**config.mk**
```make
export PLATFORM = sky130hd
export DESIGN_NAME = peer_delay_request_sequencer_top
export DESIGN_NICKNAME = d
export VERILOG_FILES = /design/src/rtl/core/pdrs_pkg.sv /design/src/rtl/core/pdrs_cfg.sv /design/src/rtl/core/pdrs_core.sv /design/src/rtl/core/peer_delay_request_sequencer_top.sv
export SDC_FILE = /design/constraint.sdc
export NUM_CORES = 1
export LEC_CHECK = 0
export BUFFER_PORTS_ARGS = -buffer_cell sky130_fd_sc_hd__buf_2
export CELL_PAD_IN_SITES_DETAIL_PLACEMENT = 0
export CELL_PAD_IN_SITES_GLOBAL_PLACEMENT = 1
export CORE_MARGIN = 2
export CORE_UTILIZATION = 50
export CTS_CLUSTER_SIZE = 24
export DETAILED_ROUTE_END_ITERATION = 8
export PLACE_DENSITY_LB_ADDON = 0.1
export SKIP_CTS_REPAIR_TIMING = 1
export SYNTH_ARGS = -nofsm -noshare
export SYNTH_HDL_FRONTEND = slang
export SYNTH_SLANG_ARGS = --single-unit
```
**constraint.sdc**
```tcl
create_clock -name clk_i -period 9.37 [get_ports clk_i]
set_clock_uncertainty 0.15 [all_clocks]
set_input_delay 0.4685 -clock clk_i [delete_from_list [all_inputs] [get_ports clk_i]]
set_output_delay 0.4685 -clock clk_i [all_outputs]
set_load 0.02 [all_outputs]
```
**src/rtl/core/pdrs_pkg.sv**
```systemverilog
// Shared types, codes and reset values for the peer-delay request sequencer.
package pdrs_pkg;

  localparam int unsigned TimeW  = 63;
  localparam int unsigned LimitW = 36;
  localparam int unsigned SeqW   = 16;
  localparam int unsigned PhaseW = 3;
  localparam int unsigned KindW  = 3;
  localparam int unsigned ApbAddrW = 4;
  localparam int unsigned ApbDataW = 64;

  localparam logic [LimitW-1:0] RequestIntervalRst = 36'd1000000000;
  localparam logic [LimitW-1:0] ResponseTimeoutRst = 36'd100000000;

  // Register index, taken from the 8-byte word address
  localparam logic RegRequestInterval = 1'b0;
  localparam logic RegResponseTimeout = 1'b1;

  typedef enum logic [KindW-1:0] {
    KIND_TICK     = 3'd0,
    KIND_ENABLED  = 3'd1,
    KIND_DISABLED = 3'd2,
    KIND_INTERVAL = 3'd3,
    KIND_RESP     = 3'd4,
    KIND_RESP_FUP = 3'd5,
    KIND_TIMEOUT  = 3'd6
  } kind_e;

  typedef enum logic [4:0] {
    PH_OFF   = 5'b00001,
    PH_INIT  = 5'b00010,
    PH_SEND  = 5'b00100,
    PH_WRESP = 5'b01000,
    PH_WFUP  = 5'b10000
  } phase_e;

  localparam logic [PhaseW-1:0] PhaseCodeOff   = 3'd0;
  localparam logic [PhaseW-1:0] PhaseCodeInit  = 3'd1;
  localparam logic [PhaseW-1:0] PhaseCodeSend  = 3'd2;
  localparam logic [PhaseW-1:0] PhaseCodeWresp = 3'd3;
  localparam logic [PhaseW-1:0] PhaseCodeWfup  = 3'd4;

  typedef struct packed {
    logic [LimitW-1:0] request_interval_ns;
    logic [LimitW-1:0] response_timeout_ns;
  } cfg_t;

  typedef struct packed {
    logic [PhaseW-1:0] machine_phase;
    logic              request_sent;
    logic [SeqW-1:0]   request_sequence;
  } result_t;

  function automatic logic [PhaseW-1:0] phase_code(phase_e p);
    logic [PhaseW-1:0] code;
    unique case (p)
      PH_OFF:   code = PhaseCodeOff;
      PH_INIT:  code = PhaseCodeInit;
      PH_SEND:  code = PhaseCodeSend;
      PH_WRESP: code = PhaseCodeWresp;
      PH_WFUP:  code = PhaseCodeWfup;
      default:  code = PhaseCodeOff;
    endcase
    return code;
  endfunction

endpackage

```
**src/rtl/core/pdrs_cfg.sv**
```systemverilog
// APB register file holding the request interval and response timeout.
module pdrs_cfg
  import pdrs_pkg::*;
(
  input  logic                clk_i,
  input  logic                rst_ni,
  input  logic                psel,
  input  logic                penable,
  input  logic                pwrite,
  input  logic [ApbAddrW-1:0] paddr,
  input  logic [ApbDataW-1:0] pwdata,
  output logic [ApbDataW-1:0] prdata,
  output logic                pready,
  output cfg_t                cfg_o
);

  cfg_t cfg_q, cfg_d;
  logic wr_en;
  logic reg_sel;

  assign pready  = 1'b1;
  assign wr_en   = psel & penable & pwrite;
  // 8-byte registers: bit 3 picks the register, low bits are the byte offset
  assign reg_sel = paddr[3];

  always_comb begin
    cfg_d = cfg_q;
    if (wr_en) begin
      unique case (reg_sel)
        RegRequestInterval: cfg_d.request_interval_ns = pwdata[LimitW-1:0];
        RegResponseTimeout: cfg_d.response_timeout_ns = pwdata[LimitW-1:0];
        default: cfg_d = cfg_q;
      endcase
    end
  end

  always_comb begin
    unique case (reg_sel)
      RegRequestInterval: prdata = {{(ApbDataW-LimitW){1'b0}}, cfg_q.request_interval_ns};
      RegResponseTimeout: prdata = {{(ApbDataW-LimitW){1'b0}}, cfg_q.response_timeout_ns};
      default:            prdata = '0;
    endcase
  end

  always_ff @(posedge clk_i or negedge rst_ni) begin
    if (!rst_ni) begin
      cfg_q.request_interval_ns <= RequestIntervalRst;
      cfg_q.response_timeout_ns <= ResponseTimeoutRst;
    end else begin
      cfg_q <= cfg_d;
    end
  end

  assign cfg_o = cfg_q;

endmodule

```
**src/rtl/core/pdrs_core.sv**
```systemverilog
// Phase machine, request timing and sequence numbering for one beat.
module pdrs_core
  import pdrs_pkg::*;
(
  input  logic             clk_i,
  input  logic             rst_ni,
  input  logic             adv_i,
  input  logic [KindW-1:0] kind_i,
  input  logic [TimeW-1:0] now_ns_i,
  input  cfg_t             cfg_i,
  output result_t          res_o
);

  phase_e           phase_q, phase_d;
  logic [TimeW-1:0] latest_q, latest_d;
  logic [TimeW-1:0] last_req_q, last_req_d;
  logic [SeqW-1:0]  seq_q, seq_d;

  kind_e            kind;
  logic [TimeW-1:0] tick_time;
  logic [TimeW:0]   diff;
  logic             ahead;
  logic             interval_met;
  logic             timeout_hit;
  logic             issue;

  assign kind      = kind_e'(kind_i);
  assign tick_time = (kind == KIND_TICK) ? now_ns_i : latest_q;

  // Borrow out of the subtract flags time running backwards
  assign diff         = {1'b0, now_ns_i} - {1'b0, last_req_q};
  assign ahead        = ~diff[TimeW];
  assign interval_met = ahead &&
      (diff[TimeW-1:0] >= {{(TimeW-LimitW){1'b0}}, cfg_i.request_interval_ns});
  assign timeout_hit  = ahead &&
      (diff[TimeW-1:0] > {{(TimeW-LimitW){1'b0}}, cfg_i.response_timeout_ns});

  always_comb begin
    phase_d = phase_q;
    issue   = 1'b0;
    unique case (kind)
      KIND_TICK: begin
        unique case (phase_q) inside
          PH_INIT: issue = 1'b1;
          PH_SEND: issue = interval_met;
          PH_WRESP, PH_WFUP: begin
            if (timeout_hit) phase_d = PH_SEND;
          end
          default: phase_d = phase_q;
        endcase
      end
      KIND_ENABLED: begin
        if (phase_q == PH_OFF) phase_d = PH_INIT;
      end
      KIND_DISABLED: phase_d = PH_OFF;
      KIND_INTERVAL: issue = (phase_q == PH_SEND);
      KIND_RESP: begin
        if (phase_q == PH_WRESP) phase_d = PH_WFUP;
      end
      KIND_RESP_FUP: begin
        if (phase_q == PH_WFUP) phase_d = PH_SEND;
      end
      KIND_TIMEOUT: begin
        if (phase_q == PH_WRESP || phase_q == PH_WFUP) phase_d = PH_SEND;
      end
      default: phase_d = phase_q;
    endcase
    if (issue) phase_d = PH_WRESP;
  end

  assign latest_d   = tick_time;
  assign last_req_d = issue ? tick_time : last_req_q;
  assign seq_d      = issue ? seq_q + 1'b1 : seq_q;

  assign res_o.machine_phase    = phase_code(phase_d);
  assign res_o.request_sent     = issue;
  assign res_o.request_sequence = issue ? seq_q : '0;

  always_ff @(posedge clk_i or negedge rst_ni) begin
    if (!rst_ni) begin
      phase_q    <= PH_OFF;
      latest_q   <= '0;
      last_req_q <= '0;
      seq_q      <= '0;
    end else if (adv_i) begin
      phase_q    <= phase_d;
      latest_q   <= latest_d;
      last_req_q <= last_req_d;
      seq_q      <= seq_d;
    end
  end

endmodule

```
**src/rtl/core/peer_delay_request_sequencer_top.sv**
```systemverilog
// Top level of the peer-delay request sequencer: input stage, core, result stage.
//
//   channel  direction  handshake                 payload
//   in       sink       in_valid_i / in_stall_o   kind_i, now_ns_i
//   out      source     out_valid_o / out_stall_i machine_phase_o, request_sent_o,
//                                                 request_sequence_o
//   cfg      APB slave  psel/penable/pwrite/pready paddr, pwdata, prdata
//
// Each beat is held in the input register and is then resolved by the core
// into the result register, one beat per cycle sustained while out_stall_i is
// low. Compares of elapsed time against the interval and timeout limits set the
// path. Reset clears the phase, the timestamps and the sequence number; no
// clearing pass is needed. A stall on the output holds the result register and,
// once the input register is also full, raises in_stall_o in the same cycle.
module peer_delay_request_sequencer_top
  import pdrs_pkg::*;
(
  input  logic                clk_i,
  input  logic                rst_ni,
  // input beats
  input  logic                in_valid_i,
  output logic                in_stall_o,
  input  logic [KindW-1:0]    kind_i,
  input  logic [TimeW-1:0]    now_ns_i,
  // result beats
  output logic                out_valid_o,
  input  logic                out_stall_i,
  output logic [PhaseW-1:0]   machine_phase_o,
  output logic                request_sent_o,
  output logic [SeqW-1:0]     request_sequence_o,
  // configuration
  input  logic                psel,
  input  logic                penable,
  input  logic                pwrite,
  input  logic [ApbAddrW-1:0] paddr,
  input  logic [ApbDataW-1:0] pwdata,
  output logic [ApbDataW-1:0] prdata,
  output logic                pready
);

  cfg_t cfg;

  // input stage
  logic             s1_valid_q, s1_valid_d;
  logic [KindW-1:0] s1_kind_q;
  logic [TimeW-1:0] s1_now_q;

  // result stage
  logic    out_valid_q, out_valid_d;
  result_t out_q;
  result_t res;

  logic in_acc;
  logic adv;

  pdrs_cfg u_cfg (
    .clk_i   (clk_i),
    .rst_ni  (rst_ni),
    .psel    (psel),
    .penable (penable),
    .pwrite  (pwrite),
    .paddr   (paddr),
    .pwdata  (pwdata),
    .prdata  (prdata),
    .pready  (pready),
    .cfg_o   (cfg)
  );

  // Advance the input beat into the result register whenever that register is
  // empty or being drained this cycle.
  assign adv        = s1_valid_q & (~out_valid_q | ~out_stall_i);
  assign in_stall_o = s1_valid_q & ~adv;
  assign in_acc     = in_valid_i & ~in_stall_o;

  assign s1_valid_d  = in_acc | (s1_valid_q & ~adv);
  assign out_valid_d = adv | (out_valid_q & out_stall_i);

  pdrs_core u_core (
    .clk_i    (clk_i),
    .rst_ni   (rst_ni),
    .adv_i    (adv),
    .kind_i   (s1_kind_q),
    .now_ns_i (s1_now_q),
    .cfg_i    (cfg),
    .res_o    (res)
  );

  always_ff @(posedge clk_i or negedge rst_ni) begin
    if (!rst_ni) begin
      s1_valid_q  <= 1'b0;
      out_valid_q <= 1'b0;
    end else begin
      s1_valid_q  <= s1_valid_d;
      out_valid_q <= out_valid_d;
    end
  end

  // Payload registers: load on accept / advance, hold otherwise.
  always_ff @(posedge clk_i) begin
    if (in_acc) begin
      s1_kind_q <= kind_i;
      s1_now_q  <= now_ns_i;
    end
    if (adv) begin
      out_q <= res;
    end
  end

  assign out_valid_o        = out_valid_q;
  assign machine_phase_o    = out_q.machine_phase;
  assign request_sent_o     = out_q.request_sent;
  assign request_sequence_o = out_q.request_sequence;

endmodule

```
==> metrics.md, run 1 <==
| Metric | Value |
|---|---|
| Req. time, crit path | 9680 ps |
| Mapped cell area | 0.0197 mm2 |
| HP Class | primary input to flip-flop |
| Fin Setup TNS | 0 ps |
| Fin util | 58.0% |
| Post-route DRC | 0 |
| Die H | 202 um |
| PnR Total Power | 0.00687 W |
| Drt pass-1 iters | 5 |
| WP data arrival | 7310 ps |
| Avg Vias per Cell | 5.67 |
| Slew @ Worst Pin | 1220 ps |
| Top-area cell type share of the netlist area | 24.8% |
| Post-synth ARST share | 72.0% |
| Via Count | 15121 |
| Seq cells post-synth | 307 |
| VDD IR max | 0.175 mV |
| CP Max Fanout | 64 |
| Worst-Skew Late Latency | 550 ps |
| Reg clk slew, reported paths | 60 ps |
| Post-synth EDFFs | 86 |
| IO buf count | 167 |
| CP Capture Type | flip-flop |
| Most frequent cell after synthesis | dfrtp_1 |
| Register area share after synthesis | 41.4% |
| First-pass GRT wire length | 78200 um |
| Share of post-route cells with drive strength above 1 | 20.4% |
| Core ar. | 0.0387 mm2 |
| H-tree Lvls | 2 |
| Most frequent cells after synthesis | dfrtp_1 (195), inv_1 (158), nand2_1 (145), mux2_2 (137), ha_1 (136) |
| CP Class | flip-flop to flip-flop |
| Fin crit period | 7010 ps |
| WL/cell | 18.8 um |
| Gr usage total | 24.1% |
| Initial drt markers | 785 |
| CTS sink count | 307 |
| Die W | 202 um |
| Worst setup SP type | flip-flop |
| RSZ-0062 raised after global routing | false |
| Setup violators final | 0 |
| Largest net degree at the start of global routing | 86 |
| HPWL Detailed | 37400 um |
| Boundary Pins | 228 |
| Initial core utilization | 50.8% |
| Fill count | 3395 |
| Slew Viols, Final | 0 |
| CTS tree | built |
| Distinct cell type count after synthesis | 93 |
| Outcome | complete, no violations |
| Final ANT Viol Nets | 0 |
| Max Cap Viol | 0 |
| Syn Area/Cell | 10.2 um2 |
| Routed wire length | 50000 um |
| Area added between synthesis and finish | 14.3% |
| Die area | 0.0409 mm2 |
| Root buffer cell | clkbuf_16 |
| CTS Buf Count | 35 |
| Inserted Diodes | 0 |
| Synth area leaders | dfrtp_1 (25%), edfxtp_1 (13%), ha_1 (8.7%), mux2_2 (7.8%), mux2i_1 (6.7%) |
| Grt ovf | 0 |
| PD cells | 306 mW/mm2 |
| Clock Path Buffers | 3 |
| Final #Nets | 2400 |
| Top cell type by total area after synthesis | dfrtp_1 |
| Tcrit/Tclk final | 74.8% |
| Rows | 72 |
| Final Hold Fails | 0 |
| Vias in the first global route | 14414 |
| Cells after Synth | 1930 |
| Gp weighted congestion | 0.948 |
| Top FF cell, synth | dfrtp_1 |
| Relative slew margins | 18.8% |
| Leak Pwr | 10.6 nW |
| FMAX | 143 MHz |
| Initial antenna violation count | 0 |
| Synth warnings | 0 |
kinds of logic (layout without fill, tap and decap cells):
logic type / after synthesis / in the layout / share of synthesized area [%]
adders and majority gates: 137 / 137 / 8.75
muxes: 271 / 271 / 14.7
DFF: 307 / 307 / 41.4
other: 2 / 29 / 0.0382
and+or+nand+nor: 441 / 441 / 11.3
buffers and inverters: 282 / 474 / 6.67
AOI/OAI and AO/OA: 430 / 430 / 14.4
xor gates and xnor gates: 60 / 60 / 2.67
registers in the layout, indices dropped and copies added (netlist names):
name                count
request_sent_o          1
u_core.latest_q        63
request_sequence_o     16
s1_now_q               63
u_core.phase_q          5
s1_valid_q              1
u_core.seq_q           16
out_valid_o             1
s1_kind_q               3
machine_phase_o         3
u_cfg.cfg_o            72
u_core.last_req_q      63
worst max-delay path, stage by stage (launching register included):
cell      delay (ps)
edfxtp_1         350
inv_1             90
ha_1             180
inv_1             60
fa_1             420
a211oi_2         270
o211ai_1         140
nand2_1          240
a31oi_1          200
a21oi_1          340
o21ai_0          250
xor2_1           440
ha_1             340
a21o_1           160
a21o_1           170
a221oi_1         260
nor2_1            70
nor3_1           270
o31ai_1          140
a311oi_1         450
o21ai_2          340
o21ai_4          250
buf_4            850
mux2i_1          300
path summary, 6_finish.rpt:
kind / start / endpoint / slack (ps) / cells after the start
max: s1_now_q[0] / u_core.last_req_q[16] / 2360 / 23
min: out_stall_i / out_valid_o / 4 / 3
max reg2reg: s1_now_q[0] / u_core.last_req_q[16] / 2360 / 23
min reg2reg: u_core.seq_q[15] / u_core.seq_q[15] / 330 / 1
max in group asynchronous: rst_ni / u_core.last_req_q[52] / 7330 / 3
min in group asynchronous: rst_ni / u_cfg.cfg_o[54] / 380 / 2
power by group:
group          switching, W  leakage (nW)  internal, W
logic               0.00225          6.63      0.00143
clock network      0.000557         0.544     0.000768
registers          0.000149          3.38      0.00172
cell type report:
type                            instances  area [um2]  share of cell area [%]
Multi-Input combinational cell       1368       10300                    45.9
Sequential cell                       307        8150                    36.2
Timing Repair Buffer                  251        1660                    7.37
Clock buffer                           47         981                    4.36
Tap cell                              518         648                    2.88
Inverter                              159         597                    2.65
Clock inverter                         17         133                   0.590
through the flow:
step | instance area [um2] | std cells | hold WS, ps | setup WS [ps]
floorplan | 19800 | 1957 | 22.9 | 4520
global placement | 20600 | 2531 | 303 | 2360
detailed placement | 20600 | 2531 | 310 | 2330
CTS | 21800 | 2595 | -229 | 2320
global route | 22500 | 2667 | 0.135 | 1970
finish | 22500 | 2667 | 4.21 | 2360
per-layer routing:
metal	track usage, %	vias to the layer above	routed length, um
met4	6.26	0	1030
met3	3.81	65	2200
li1	-	7331	-
met1	33.6	7386	23500
met5	0	-	0
met2	39.1	339	23300
cell usage in the layout (no fill, tap or decap), types with 13 or more instances in the layout:
cell type / count
edfxtp_1: 86
clkbuf_16: 35
dlygate4sd3_1: 72
mux2_2: 137
ha_1: 136
o21ai_0: 100
o2111ai_1: 16
nor3_1: 26
and2_1: 26
nand2_1: 144
a21oi_1: 110
conb_1: 29
dfrtp_1: 195
buf_2: 166
nand4_1: 57
o211ai_1: 13
xor2_1: 22
nor2_1: 79
xnor2_1: 38
inv_1: 158
and3_1: 16
nand3_1: 25
dfstp_2: 26
mux2i_1: 131
o21a_1: 18
o21ai_1: 18
a31oi_1: 14
a21o_1: 42
Note: power is estimated with default switching activity, not from simulation.
==> inputs of run 2 (changes only) <==
--- a/config.mk
+++ b/config.mk
@@ -9,7 +9,7 @@
 export CELL_PAD_IN_SITES_DETAIL_PLACEMENT = 0
 export CELL_PAD_IN_SITES_GLOBAL_PLACEMENT = 1
 export CORE_MARGIN = 2
-export CORE_UTILIZATION = 50
+export CORE_UTILIZATION = 47
 export CTS_CLUSTER_SIZE = 24
 export DETAILED_ROUTE_END_ITERATION = 8
 export PLACE_DENSITY_LB_ADDON = 0.1
==> constraint.sdc (replaced) <==
create_clock -name clk_i -period 7.3 [get_ports clk_i]
set_clock_uncertainty 0.15 [all_clocks]
set_input_delay 0.365 -clock clk_i [delete_from_list [all_inputs] [get_ports clk_i]]
set_output_delay 0.365 -clock clk_i [all_outputs]
set_load 0.02 [all_outputs]
==> metrics.md, run 2 (synthesis results as in run 1) <==
| Metric | Value |
|---|---|
| Avg Vias per Cell | 5.56 |
| Tcrit/Tclk final | 87.2% |
| Critical path's slowest cell | a311oi_1 |
| Die W | 209 um |
| Rows | 74 |
| Largest net degree at the start of global routing | 78 |
| Final #Nets | 2435 |
| Inserted Diodes | 0 |
| Slew @ Worst Pin | 1360 ps |
| Final Hold Fails | 0 |
| Max Cap Viol | 0 |
| Outcome | complete, no violations |
| Area added between synthesis and finish | 16.4% |
| Via Count | 15086 |
| RSZ-0062 raised after global routing | false |
| CTS Buf Count | 35 |
| Fin crit period | 6360 ps |
| Final ANT Viol Nets | 0 |
| Clock Path Buffers | 3 |
| Initial antenna violation count | 0 |
| Req. time, crit path | 7570 ps |
| FMAX | 157 MHz |
| Slew Viols, Final | 0 |
| Max reg flops | 72 |
| Reg2Reg Setup Slack | 940 ps |
| CP Max Fanout | 31 |
| HPWL Detailed | 38100 um |
| Relative slew margins | 8.54% |
| Gr usage total | 22.9% |
| Die H | 209 um |
| IO buf count | 167 |
| VDD IR max | 0.219 mV |
| H-tree Lvls | 2 |
| CP top delay family | compound AO/OA/AOI/OAI gates |
| PnR Total Power | 0.00886 W |
| Worst-Skew Late Latency | 550 ps |
| Gp weighted congestion | 0.900 |
| Root buffer cell | clkbuf_16 |
| Worst setup SP type | flip-flop |
| CP Class | flip-flop to flip-flop |
| Die area | 0.0435 mm2 |
| CTS tree | built |
| HP Class | primary input to asynchronous set/reset pin |
| WP data arrival | 6640 ps |
| First-pass GRT wire length | 79200 um |
| Grt ovf | 0 |
| Worst Path Buf+Inv | 3 |
| Initial drt markers | 754 |
| Layout Cell Area excl Fill | 0.0229 mm2 |
| Setup violators final | 0 |
| Drt pass-1 iters | 6 |
| Hold WS | 255 ps |
| Leak Pwr | 10.7 nW |
| Largest stage delay, worst path | 480 ps |
| Routed wire length | 50600 um |
| WL/cell | 18.6 um |
| CP Capture Type | flip-flop |
| Core ar. | 0.0411 mm2 |
| Reg clk slew, reported paths | 60 ps |
| Boundary Pins | 228 |
| Worst path cell trace | inv_1 -> ha_1 -> inv_1 -> fa_1 -> a211oi_2 -> o211ai_1 -> nand2_1 -> a31oi_1 -> a21oi_1 -> o21ai_0 -> xor2_1 -> ha_1 -> a21o_1 -> a21o_1 -> a221oi_1 -> nor2_1 -> nor3_1 -> o31ai_1 -> a311oi_1 -> o21ai_2 -> o21ai_4 -> buf_12 -> mux2_1 |
| Most frequent cells in the layout | dfrtp_1 (195), buf_2 (166), inv_1 (158) |
| Share of post-route cells with drive strength above 1 | 20.1% |
| Vias in the first global route | 14667 |
| Most common cell after layout, fill and taps aside | dfrtp_1 |
| PD cells | 387 mW/mm2 |
| Initial core utilization | 47.8% |
| Fin Setup TNS | 0 ps |
| Placed cell area | 0.0207 mm2 |
| CTS sink count | 307 |
| Post-route DRC | 0 |
-- run 2: power by group --
| group | internal (W) | leakage [nW] | switching [W] |
|---|---|---|---|
| Clock | 0.00103 | 0.562 | 0.000691 |
| Combinational | 0.00184 | 6.79 | 0.00289 |
| Sequential | 0.00221 | 3.38 | 0.000193 |
-- run 2: worst paths after layout --
path | cells after the start | startpoint | end
max | 23 | s1_now_q[0] | u_core.last_req_q[0]
min | 2 | rst_ni | u_cfg.cfg_o[57]
max reg2reg | 23 | s1_now_q[0] | u_core.last_req_q[0]
min reg2reg | 1 | u_core.seq_q[15] | u_core.seq_q[15]
max in group asynchronous | 3 | rst_ni | u_core.latest_q[38]
min in group clk_i | 1 | u_core.seq_q[15] | u_core.seq_q[15]
-- run 2: cell type report --
| cell class | instances | area [um2] |
|---|---|---|
| clock inverters | 10 | 76.3 |
| flip-flops and latches | 307 | 8150 |
| repair buffers | 286 | 2030 |
| inverters | 159 | 597 |
| clock buffers | 53 | 1060 |
| well taps | 532 | 666 |
| multi-input cells | 1368 | 10300 |
| fillers | 3669 | 18200 |
-- run 2: per-stage QoR --
stage	worst slack [ps]	std cells	utilization, %
after floorplan	2450	1957	-
after global placement	997	2546	50.3
final	938	2715	55.7
after detailed placement	975	2546	50.3
after global routing	538	2715	55.7
after CTS	932	2609	53.1
-- run 2: metal layers --
layer	vias up	routed length [um]	track usage, %
met5	-	0	0.222
met4	0	1280	7.51
met2	326	23500	37.2
met3	69	2030	2.99
met1	7306	23800	31.8
li1	7385	-	-
-- run 2: worst register-to-register path, delay by kind of cell (launching register included) --
kind | cells | cell delay, ps
xor+xnor | 1 | 440
flops | 1 | 360
simple gates | 3 | 530
mux | 1 | 360
fa+ha+maj | 3 | 940
compound gates | 12 | 3060
buf+inv | 3 | 410
